==> src/design/spg_pkg.sv <==
// Shared types and constants for the serial-programmed pulse generator.
package spg_pkg;

    localparam logic [7:0] CMD_PAUSE = 8'd0;
    localparam logic [7:0] CMD_PULSE = 8'd1;
    localparam logic [7:0] CMD_SAVE  = 8'd2;

    localparam logic [2:0] FRAME_STORE_LEN = 3'd1;
    localparam logic [2:0] FRAME_SET_LEN   = 3'd5;

    localparam int unsigned RESET_LENGTH = 10;
    localparam int unsigned TICKS_W      = 14;

    localparam logic REQ_BYTE = 1'b0;
    localparam logic REQ_TICK = 1'b1;

    typedef struct packed {
        logic       req_type;
        logic [7:0] byte_value;
    } t_in_item;

    typedef struct packed {
        logic                    pulse_level;
        logic                    store_request;
        logic                    length_updated;
        logic [TICKS_W-1:0]      pause_ticks;
        logic [TICKS_W-1:0]      pulse_ticks;
    } t_out_item;

    // Decoded outcome of one received byte.
    typedef struct packed {
        logic store;
        logic set_pause;
        logic set_pulse;
    } t_frame_cmd;

endpackage

==> src/design/spg_frame.sv <==
// Command frame assembler: gathers bytes and decodes completed frames.
module spg_frame #(
    parameter int unsigned MAX_LENGTH = 16383,
    parameter int unsigned LEN_W      = 14
) (
    input  logic                i_clk,
    input  logic                i_rst_n,
    input  logic                i_byte_valid,
    input  logic [7:0]          i_byte,
    output spg_pkg::t_frame_cmd o_cmd,
    output logic [LEN_W-1:0]    o_value
);

    logic [2:0]  r_count;
    logic [2:0]  n_count;
    logic [7:0]  r_frame [0:3];
    logic [2:0]  idx;
    logic [2:0]  cnt_inc;
    logic [7:0]  first;
    logic [31:0] raw;
    logic        over;

    // Count beyond a set frame restarts at the first slot.
    assign idx     = (r_count >= spg_pkg::FRAME_SET_LEN) ? 3'd0 : r_count;
    assign cnt_inc = idx + 3'd1;
    assign first   = (idx == 3'd0) ? i_byte : r_frame[0];
    assign raw     = {r_frame[1], r_frame[2], r_frame[3], i_byte};
    assign over    = raw > 32'(MAX_LENGTH);
    assign o_value = over ? LEN_W'(MAX_LENGTH) : raw[LEN_W-1:0];

    always_comb begin
        o_cmd   = '0;
        n_count = r_count;
        if (i_byte_valid) begin
            n_count = cnt_inc;
            if (cnt_inc == spg_pkg::FRAME_STORE_LEN && first == spg_pkg::CMD_SAVE) begin
                o_cmd.store = 1'b1;
                n_count     = 3'd0;
            end else if (cnt_inc == spg_pkg::FRAME_SET_LEN) begin
                o_cmd.set_pause = (first == spg_pkg::CMD_PAUSE);
                o_cmd.set_pulse = (first == spg_pkg::CMD_PULSE);
                n_count         = 3'd0;
            end
        end
    end

    always_ff @(posedge i_clk) begin
        if (!i_rst_n) begin
            r_count <= 3'd0;
        end else begin
            r_count <= n_count;
        end
    end

    // Frame bytes hold the command and the first three length bytes; the last byte is used straight from the input.
    always_ff @(posedge i_clk) begin
        if (i_byte_valid && idx < 3'd4) begin
            r_frame[idx[1:0]] <= i_byte;
        end
    end

endmodule

==> src/design/spg_timer.sv <==
// Period counter and length registers; derives the output level.
module spg_timer #(
    parameter int unsigned LEN_W = 14
) (
    input  logic                i_clk,
    input  logic                i_rst_n,
    input  logic                i_tick,
    input  spg_pkg::t_frame_cmd i_cmd,
    input  logic [LEN_W-1:0]    i_value,
    output logic                o_level,
    output logic [LEN_W-1:0]    o_pause,
    output logic [LEN_W-1:0]    o_pulse
);

    localparam int unsigned PH_W = LEN_W + 1;

    logic [LEN_W-1:0] r_pause, n_pause;
    logic [LEN_W-1:0] r_pulse, n_pulse;
    logic [PH_W-1:0]  r_phase, n_phase;
    logic [PH_W-1:0]  total;
    logic [PH_W-1:0]  pos;
    logic [PH_W-1:0]  pos_inc;
    logic             level_now;
    logic             updated;

    assign total     = PH_W'(r_pause) + PH_W'(r_pulse);
    assign pos       = (r_phase >= total) ? '0 : r_phase;
    assign pos_inc   = pos + PH_W'(1);
    assign level_now = (total != '0) && (pos >= PH_W'(r_pause));
    assign updated   = i_cmd.set_pause || i_cmd.set_pulse;

    always_comb begin
        n_pause = i_cmd.set_pause ? i_value : r_pause;
        n_pulse = i_cmd.set_pulse ? i_value : r_pulse;
        n_phase = r_phase;
        o_level = level_now;
        if (i_tick) begin
            n_phase = (total == '0 || pos_inc >= total) ? '0 : pos_inc;
        end else if (updated) begin
            // Period restarts: level at position zero with the new lengths.
            n_phase = '0;
            o_level = (n_pause == '0) && (n_pulse != '0);
        end
    end

    assign o_pause = n_pause;
    assign o_pulse = n_pulse;

    always_ff @(posedge i_clk) begin
        if (!i_rst_n) begin
            r_pause <= LEN_W'(spg_pkg::RESET_LENGTH);
            r_pulse <= LEN_W'(spg_pkg::RESET_LENGTH);
            r_phase <= '0;
        end else begin
            r_pause <= n_pause;
            r_pulse <= n_pulse;
            r_phase <= n_phase;
        end
    end

endmodule

==> src/design/serial_programmed_pulse_generator_core.sv <==
// Top level of the serial-programmed pulse generator.
//
// Usage notes:
//  - Input channel (i_in_valid / o_in_ready / i_in_item): each item is either a
//    received command byte (req_type 0) or one timer tick (req_type 1).
//  - Output channel (o_out_valid / i_out_ready / o_out_item): exactly one result
//    item per input item, in order: level, store/update flags, both lengths.
//  - Result: registered, and presented in the cycle after its item is accepted.
//  - Throughput: one item per cycle while i_out_ready is high. Decode, period count
//    and level are done in a single pass between the state and result registers.
//  - Stall: o_in_ready is high while the result register is empty or being
//    taken this cycle, so while a result waits no further item is accepted.
//  - Reset (synchronous, active low): frame empty, both lengths ten ticks,
//    period position zero, result register empty.
//  - Frames: byte 2 alone requests a settings store; command 0 or 1 followed
//    by a big-endian 32-bit length sets pause or pulse (clamped to MAX_LENGTH)
//    and restarts the period. Other commands are dropped.
//  - Result length fields show the low 14 bits of each length.
module serial_programmed_pulse_generator_core #(
    parameter int unsigned MAX_LENGTH = 16383
) (
    input  logic               i_clk,
    input  logic               i_rst_n,
    input  logic               i_in_valid,
    output logic               o_in_ready,
    input  spg_pkg::t_in_item  i_in_item,
    output logic               o_out_valid,
    input  logic               i_out_ready,
    output spg_pkg::t_out_item o_out_item
);

    // Length width covers MAX_LENGTH and the reset value of ten.
    localparam int unsigned CLOG_W = $clog2(MAX_LENGTH + 1);
    localparam int unsigned LEN_W  = (CLOG_W > 4) ? CLOG_W : 4;
    localparam int unsigned EXT_W  = LEN_W + spg_pkg::TICKS_W;

    logic                r_out_valid;
    spg_pkg::t_out_item  r_out_item;
    spg_pkg::t_out_item  n_out_item;
    logic                accept;
    logic                tick;
    logic                byte_in;
    spg_pkg::t_frame_cmd cmd;
    logic [LEN_W-1:0]    value;
    logic                level;
    logic [LEN_W-1:0]    pause_len;
    logic [LEN_W-1:0]    pulse_len;
    logic [EXT_W-1:0]    pause_ext;
    logic [EXT_W-1:0]    pulse_ext;

    assign o_in_ready = !r_out_valid || i_out_ready;
    assign accept     = i_in_valid && o_in_ready;
    assign tick       = accept && (i_in_item.req_type == spg_pkg::REQ_TICK);
    assign byte_in    = accept && (i_in_item.req_type == spg_pkg::REQ_BYTE);

    spg_frame #(
        .MAX_LENGTH (MAX_LENGTH),
        .LEN_W      (LEN_W)
    ) u_frame (
        .i_clk        (i_clk),
        .i_rst_n      (i_rst_n),
        .i_byte_valid (byte_in),
        .i_byte       (i_in_item.byte_value),
        .o_cmd        (cmd),
        .o_value      (value)
    );

    spg_timer #(
        .LEN_W (LEN_W)
    ) u_timer (
        .i_clk   (i_clk),
        .i_rst_n (i_rst_n),
        .i_tick  (tick),
        .i_cmd   (cmd),
        .i_value (value),
        .o_level (level),
        .o_pause (pause_len),
        .o_pulse (pulse_len)
    );

    // Lengths shown on the result fields are cut or widened to 14 bits.
    assign pause_ext = {{spg_pkg::TICKS_W{1'b0}}, pause_len};
    assign pulse_ext = {{spg_pkg::TICKS_W{1'b0}}, pulse_len};

    always_comb begin
        n_out_item                = '0;
        n_out_item.pulse_level    = level;
        n_out_item.store_request  = cmd.store;
        n_out_item.length_updated = cmd.set_pause || cmd.set_pulse;
        n_out_item.pause_ticks    = pause_ext[spg_pkg::TICKS_W-1:0];
        n_out_item.pulse_ticks    = pulse_ext[spg_pkg::TICKS_W-1:0];
    end

    always_ff @(posedge i_clk) begin
        if (!i_rst_n) begin
            r_out_valid <= 1'b0;
        end else if (accept) begin
            r_out_valid <= 1'b1;
        end else if (i_out_ready) begin
            r_out_valid <= 1'b0;
        end
    end

    always_ff @(posedge i_clk) begin
        if (accept) begin
            r_out_item <= n_out_item;
        end
    end

    assign o_out_valid = r_out_valid;
    assign o_out_item  = r_out_item;

endmodule

==> config.mk <==
export PLATFORM = sky130hd
export DESIGN_NAME = serial_programmed_pulse_generator_core
export DESIGN_NICKNAME = d
export VERILOG_FILES = /design/src/design/spg_pkg.sv /design/src/design/spg_frame.sv /design/src/design/spg_timer.sv /design/src/design/serial_programmed_pulse_generator_core.sv
export SDC_FILE = /design/constraint.sdc
export NUM_CORES = 1
export LEC_CHECK = 0
export ABC_AREA = 1
export BUFFER_PORTS_ARGS = -buffer_cell sky130_fd_sc_hd__buf_4
export CAP_MARGIN = 20
export CELL_PAD_IN_SITES_DETAIL_PLACEMENT = 1
export CELL_PAD_IN_SITES_GLOBAL_PLACEMENT = 1
export CORE_MARGIN = 2
export CORE_UTILIZATION = 30
export CTS_BUF_LIST = sky130_fd_sc_hd__clkbuf_8
export CTS_CLUSTER_DIAMETER = 60
export DETAILED_ROUTE_END_ITERATION = 10
export GPL_ROUTABILITY_DRIVEN = 0
export PLACE_DENSITY = 0.54
export SLEW_MARGIN = 0
export SYNTH_ARGS = -nofsm -noshare
export SYNTH_HDL_FRONTEND = slang
export SYNTH_SLANG_ARGS = --single-unit
==> constraint.sdc <==
create_clock -name i_clk -period 5.6 [get_ports i_clk]
set_input_delay 0.84 -clock i_clk [delete_from_list [all_inputs] [get_ports i_clk]]
set_output_delay 0.84 -clock i_clk [all_outputs]
set_load 0.05 [all_outputs]
# Yosys cells after proc, flatten, opt, wreduce, memory -nomap -nowiden
# Memory sizes are Yosys's and may differ from the RTL's.
# Cells that the tools add are included.
[word_totals] ramBits=32 reg_bits=78 mem_bits_ro=0 input_bits=13 n_memories=1 elab_cells=65 out_inout_bits=33 latchBits=0
[memory_table] memory="u_frame.r_frame" words=4 width=8 read_ports=4 rd_ports_with_merged_regs=0 wr=1 line="spg_frame.sv:16" source="logic [7:0] r_frame [0:3];"
[op_classes] n_eq_ne=4 bitwise=1 multipliers=0 n_shift=0 order_cmp=6 reduce_logical=19 n_addsub=3 muxes=21 div=0
[op_table] op="$mux 15" n=4
[op_table] op="$mux 14" n=3
[op_table] op="$gt 32x14->1 const B" n=1
[op_table] op="$ge 15x15->1" n=2
[op_table] op="$add 14x14->15" n=1
[op_table] op="$add 15x1->15 const B" n=1
[op_table] op="$ge 15x14->1" n=1
[op_table] op="$logic_not 15->1" n=1
[op_table] op="$reduce_bool 15->1" n=1
[op_table] op="$logic_not 14->1" n=1
[op_table] op="$reduce_bool 14->1" n=1
[op_table] op="$mux 3" n=3
[op_table] op="$eq 8x1->1 const B" n=1
[op_table] op="$eq 8x2->1 const B" n=1
[op_table] op="$logic_not 8->1" n=1
[op_table] op="$mux 8" n=1
[op_table] op="$logic_and 1x1->1" n=7
[op_table] op="$mux 1" n=7
[op_table] op="$mux 2" n=3
[op_table] op="$reduce_bool 2->1" n=2
[op_table] op="$add 3x1->3 const B" n=1
[op_table] op="$eq 3x1->1 const B" n=1
[op_table] op="$eq 3x3->1 const B" n=1
[op_table] op="$ge 3x3->1 const B" n=1
[op_table] op="other kinds (5)" n=7

# Depth between registers and ports, before layout
[depth] depth_word=13 mapped_depth=39 ltp_nobuf=37

# Hierarchy
# A second synthesis with hierarchy kept.
[unflattened] hier_cells=888 hier_area_um2=7184.4
[modules_own_cells] module="spg_timer" instances=1 seq_area_each_um2=860.8 cells_each=698 area_per_inst_um2=4558.1
[modules_own_cells] module="spg_frame" instances=1 seq_area_each_um2=1021.0 cells_each=147 area_per_inst_um2=1625.3
[modules_own_cells] module="serial_programmed_pulse_generator_core" instances=1 seq_area_each_um2=950.9 cells_each=43 area_per_inst_um2=1001.0

# Least setup slack after synthesis
# OpenSTA, ideal clock, no wires.
[synth_timing] path_type="register to register" startpoint="reg u_timer.r_pulse[9]" endpoint="reg u_timer.r_phase[5]" t_required_ns=5.462 setup_slack_ns=0.590 stages_incl_launch_ff=38 arrival_ns=4.872 period_less_slack_ns=5.010 path_buffers=2 setup_ns=0.138 path_cell_list="dfxtp_1 ha_1 nand2_1 inv_1 a21oi_1 nand3_1 nand2_1 a21oi_1 or2_2 a21oi_1 nor2_1 nor2_1 ha_1 nand2_1 nor2_2 nand2_2 nand3_4 nor2_8 [... 2 more ...] nor2_1 ha_1 nand4_1 nor2_4 nand3_1 xor2_1 inv_1 ha_1 nand2_1 nor3_1 nand4_1 nor2_1 nand2_1 nand2_1 nand2_4 buf_12 nand3_2 a21oi_2"
[synth_between] elab_chain_cells=8 elab_cells_between_ends=9 classes_between="2 x add/sub; 2 x order compare; 3 x mux; 2 x reduce/logical"
[synth_rtl] element="start, declared" line="spg_timer.sv:18" source="logic [LEN_W-1:0] r_pulse, n_pulse;"
[synth_rtl] element="start signal, assigned" line="spg_timer.sv:52" source="r_pulse <= LEN_W'(spg_pkg::RESET_LENGTH);"
[synth_rtl] element="start signal, assigned" line="spg_timer.sv:56" source="r_pulse <= n_pulse;"
[synth_rtl] element="$add 14x14->15 (*)" line="spg_timer.sv:26" source="assign total = PH_W'(r_pause) + PH_W'(r_pulse);"
[synth_rtl] element="$ge 15x15->1" line="spg_timer.sv:27" source="assign pos = (r_phase >= total) ? '0 : r_phase;"
[synth_rtl] element="$mux 15" line="spg_timer.sv:27"
[synth_rtl] element="$add 15x1->15" line="spg_timer.sv:28" source="assign pos_inc = pos + PH_W'(1);"
[synth_rtl] element="$ge 15x15->1" line="spg_timer.sv:38" source="n_phase = (total == '0 || pos_inc >= total) ? '0 : pos_inc;"
[synth_rtl] element="$logic_or 1x1->1" line="spg_timer.sv:38"
[synth_rtl] element="$mux 15 (*)" line="spg_timer.sv:38"
[synth_rtl] element="$mux 15 (*)" line="spg_timer.sv:37" source="if (i_tick) begin"
[synth_rtl] element="end signal, assigned" line="spg_timer.sv:57" source="r_phase <= n_phase;"
[synth_rtl] element="end, declared" line="spg_timer.sv:19" source="logic [PH_W-1:0] r_phase, n_phase;"
# Every way passes the cells marked *; elsewhere a longest branch is shown, timed or not.
# A chain may end at the register's enable or synchronous reset.

# Worst setup path after layout
[layout_timing] startpoint="reg u_timer.r_pause[0]" endpoint="reg u_timer.r_phase[1]"
[layout_between] elab_chain_cells=8 elab_cells_between_ends=9 classes_between="2 x add/sub; 2 x order compare; 3 x mux; 2 x reduce/logical"
[layout_rtl] element="start, declared" line="spg_timer.sv:17" source="logic [LEN_W-1:0] r_pause, n_pause;"
[layout_rtl] element="start signal, assigned" line="spg_timer.sv:51" source="r_pause <= LEN_W'(spg_pkg::RESET_LENGTH);"
[layout_rtl] element="start signal, assigned" line="spg_timer.sv:55" source="r_pause <= n_pause;"
[layout_rtl] element="$add 14x14->15 (*)" line="spg_timer.sv:26"
[layout_rtl] element="$ge 15x15->1" line="spg_timer.sv:27"
[layout_rtl] element="$mux 15" line="spg_timer.sv:27"
[layout_rtl] element="$add 15x1->15" line="spg_timer.sv:28"
[layout_rtl] element="$ge 15x15->1" line="spg_timer.sv:38"
[layout_rtl] element="$logic_or 1x1->1" line="spg_timer.sv:38"
[layout_rtl] element="$mux 15 (*)" line="spg_timer.sv:38"
[layout_rtl] element="$mux 15 (*)" line="spg_timer.sv:37"
# Marked as above.

==> impl_metrics.yaml <==
route:
  vias_per_cell: 4.70
  wl_per_cell_um: 16.8
  drc: 0
  drtPass1Iterations: 4
  ant_nets: 0
  num_vias: 5716
  first_iter_violations: 229
  wirelength_um: 20500
pwr:
  leakage_nw: 3.64
  total_power_w: 0.00151
  irDropWorstVdd_v: 0.000113
  p_sw_w: 0.000428
  pwr-share-clk_pct: 34.3
  p_per_area_nw_per_um2: 184
  p_sw_share_pct: 28.4
  power.internal_w: 0.00108
  combPwrFrac_pct: 7.8
  p_seq_share_pct: 57.9
worst_setup_path:
  crit_type: "register to register"
  cp_slowest_cell: "fa_2"
  crit_family: "simple AND/OR/NAND/NOR gates"
  max_stage_delay_ns: 0.42
  end_kind: "register"
  crit_path_start_kind: "register"
  path_buf_inv: 4
  cp.required_ns: 5.93
  crit_arrival_ns: 5.58
  cp_max_fo: 8
floorplan:
  start_util_pct: 30.5
  core-area_um2: 22600
  fp.dieH_um: 155
  io_pins: 46
  die_w_um: 155
  dieArea_um2: 24200
  num_rows: 55
clock_network:
  cts-buffers-inserted: 9
  clock_path_buffers: 2
  cts_sinks: 110
  path_clk_slew_ns: 0.13
  cts_hold_buffers: 0
  clock_latency_ns: 0.40
  root_buffer: "clkbuf_8"
  cts_tree: "built"
  htree_levels: 3
logic_synthesis:
  synth_fp_nets: 917
  synth_edf_count: 63
  ys_top_cells_by_area: "edfxtp_1 (27%), dfxtp_1 (14%), ha_1 (9.8%), inv_1 (8.0%), nand2_1 (7.7%)"
  synth_ff_type: "edfxtp_1"
  synth.distinct_cells: 46
  ys_seq_elements: 110
  synth-seq-area-share_pct: 41.1
  syn_avg_cell_area_um2: 8.11
  synth_warnings: 0
  synth_top_cell_area_share_pct: 27.5
  synthCells: 849
  syn_area_um2: 6890
  synth_top_area_cell: "edfxtp_1"
  synth-async-reset-ratio_pct: 0
sta:
  fin_crit_ns: 5.25
  setup_viol: 0
  worst_pin_slew_ns: 0.866
  maxSlewViolCount: 0
  max_freq_mhz: 191
  fin_setup_tns_ns: 0
  finalCritPeriodShare_pct: 93.7
  hold_viol: 0
  fin_skew_ns: 0.0182
  max-slew-margin-rel_pct: 41.9
placed_design:
  dpl.hpwl_um: 16500
  dp.cells: 1187
  io_buffers: 45
cells_and_area:
  multiInputGateArea_um2: 3630
  n_fill_cell: 2726
  nNetsFinal: 993
  drive_gt1_share_pct: 24.1
  regArea_um2: 2850
  n_antenna_cell: 0
  final_cells: 1215
  synthToLayoutAreaGrowth_pct: 19.4
global_routing:
  grt_antenna_before_repair: 0
  grt_pass1_wl_um: 32500
  track_usage_pct: 17.5
  gr-total-overflow: 0
  grt_pass1_vias: 5901
  grt_max_degree: 32
hold_path:
  hp-class: "register to register"
job:
  max-cap-violations: 0
run_status:
  status: "finished, final reports clean"
## cells in the mapped netlist (11+ instances only)
cell,number
nand3_1,44
a21oi_2,11
ha_1,54
nand2_1,141
nor2_1,116
edfxtp_1,63
or2_2,18
dfxtp_1,47
nand3_2,14
nand4_1,25
a21oi_1,56
inv_1,146
## state kept, by name (all words and copies together) (netlist names)
name / count
u_timer.r_pause: 14
u_frame.r_count: 3
o_out_valid: 1
u_frame.r_frame: 32
o_out_item: 31
u_timer.r_pulse: 14
u_timer.r_phase: 15
## worst paths after layout
kind                      start                  to  slack (ns)  cells past startpoint
max          u_timer.r_pause[0]  u_timer.r_phase[1]        0.35                     36
min          u_frame.r_count[1]  u_frame.r_count[1]        0.50                      2
max reg2reg  u_timer.r_pause[0]  u_timer.r_phase[1]        0.35                     36
min reg2reg  u_frame.r_count[1]  u_frame.r_count[1]        0.50                      2
## stage by stage
stage	setup slack [ns]	hold WS (ns)	cell area [um^2]	util, %
after CTS	0.000264	0.509	7890	35.0
after floorplan	0.590	0.450	6890	-
after detailed placement	-0.0680	0.492	7670	34.0
final	0.354	0.501	8220	36.4
after global routing	-0.0421	0.534	8220	36.4
after global placement	-0.0387	0.485	7670	34.0
## kinds of logic (layout without fill, tap and decap cells)
family	after synthesis	after routing	share of synthesized area (%)
adders and majority gates	55	55	10.1
AOI/OAI and AO/OA	91	91	7.81
and+or+nand+nor	412	413	29.5
xor gates and xnor gates	15	15	1.91
buffers and inverters	166	246	9.52
DFF	110	110	41.1
## repair_timing
| item | 4_1_cts | 5_1_grt |
|---|---|---|
| resized for setup | 2 | 61 |
| buffers inserted | 0 | 10 |
| gates cloned | 1 | 0 |
| setup endpoints to repair | 15 | 16 |
| pin swaps | 1 | 22 |
## cell usage in the layout, fill, tap and decap left out, drive strengths merged, types with 2 or more instances in the layout
master | synthesis | final
clkinv | 3 | 6
ha | 54 | 54
o21bai | 3 | 3
a21oi | 67 | 67
a21boi | 2 | 2
clkbuf | 10 | 9
nand3 | 59 | 59
nor3 | 15 | 15
buf | 4 | 78
and2 | 2 | 2
edfxtp | 63 | 63
o21a | 2 | 2
nand3b | 2 | 2
xnor2 | 5 | 5
inv | 149 | 152
nor2 | 131 | 131
nor4 | 7 | 7
nand4 | 25 | 25
a221oi | 2 | 2
nand2 | 152 | 153
dfxtp | 47 | 47
or2 | 18 | 18
xor2 | 10 | 10
o21ai | 10 | 10
## layout make-up
class,count,area share (%)
inverters,152,6.94
clock inverters,7,1.04
multi-input cells,574,44.2
flip-flops and latches,110,34.7
repair buffers,78,7.28
well taps,285,4.34
clock buffers,9,1.51
## power groups by stage
stage,clock network [W],registers [W],logic [W]
floorplan,0,0.000926,0.0000386
global placement,0,0.000893,0.000118
detailed placement,0,0.000893,0.000118
CTS,0.000542,0.000875,0.000118
global route,0.000563,0.000876,0.000129
finish,0.000518,0.000874,0.000118
## tightest hold or removal path: cells and delay by family (launching register included)
family | cells | cell delay (ns)
flops | 1 | 0.32
buf+inv | 1 | 0.08
compound gates | 1 | 0.07
## metal layers
metal	vias to the layer above	wire [um]	share of wire [%]	global-route usage, %
li1	2913	-	-	-
met1	2748	10500	51	24.8
met2	47	9440	46	29.1
met3	8	392	1.9	2.12
met4	0	136	0.66	3.28
met5	-	0	0	0
No activity file was read; power rests on OpenSTA's default activity.
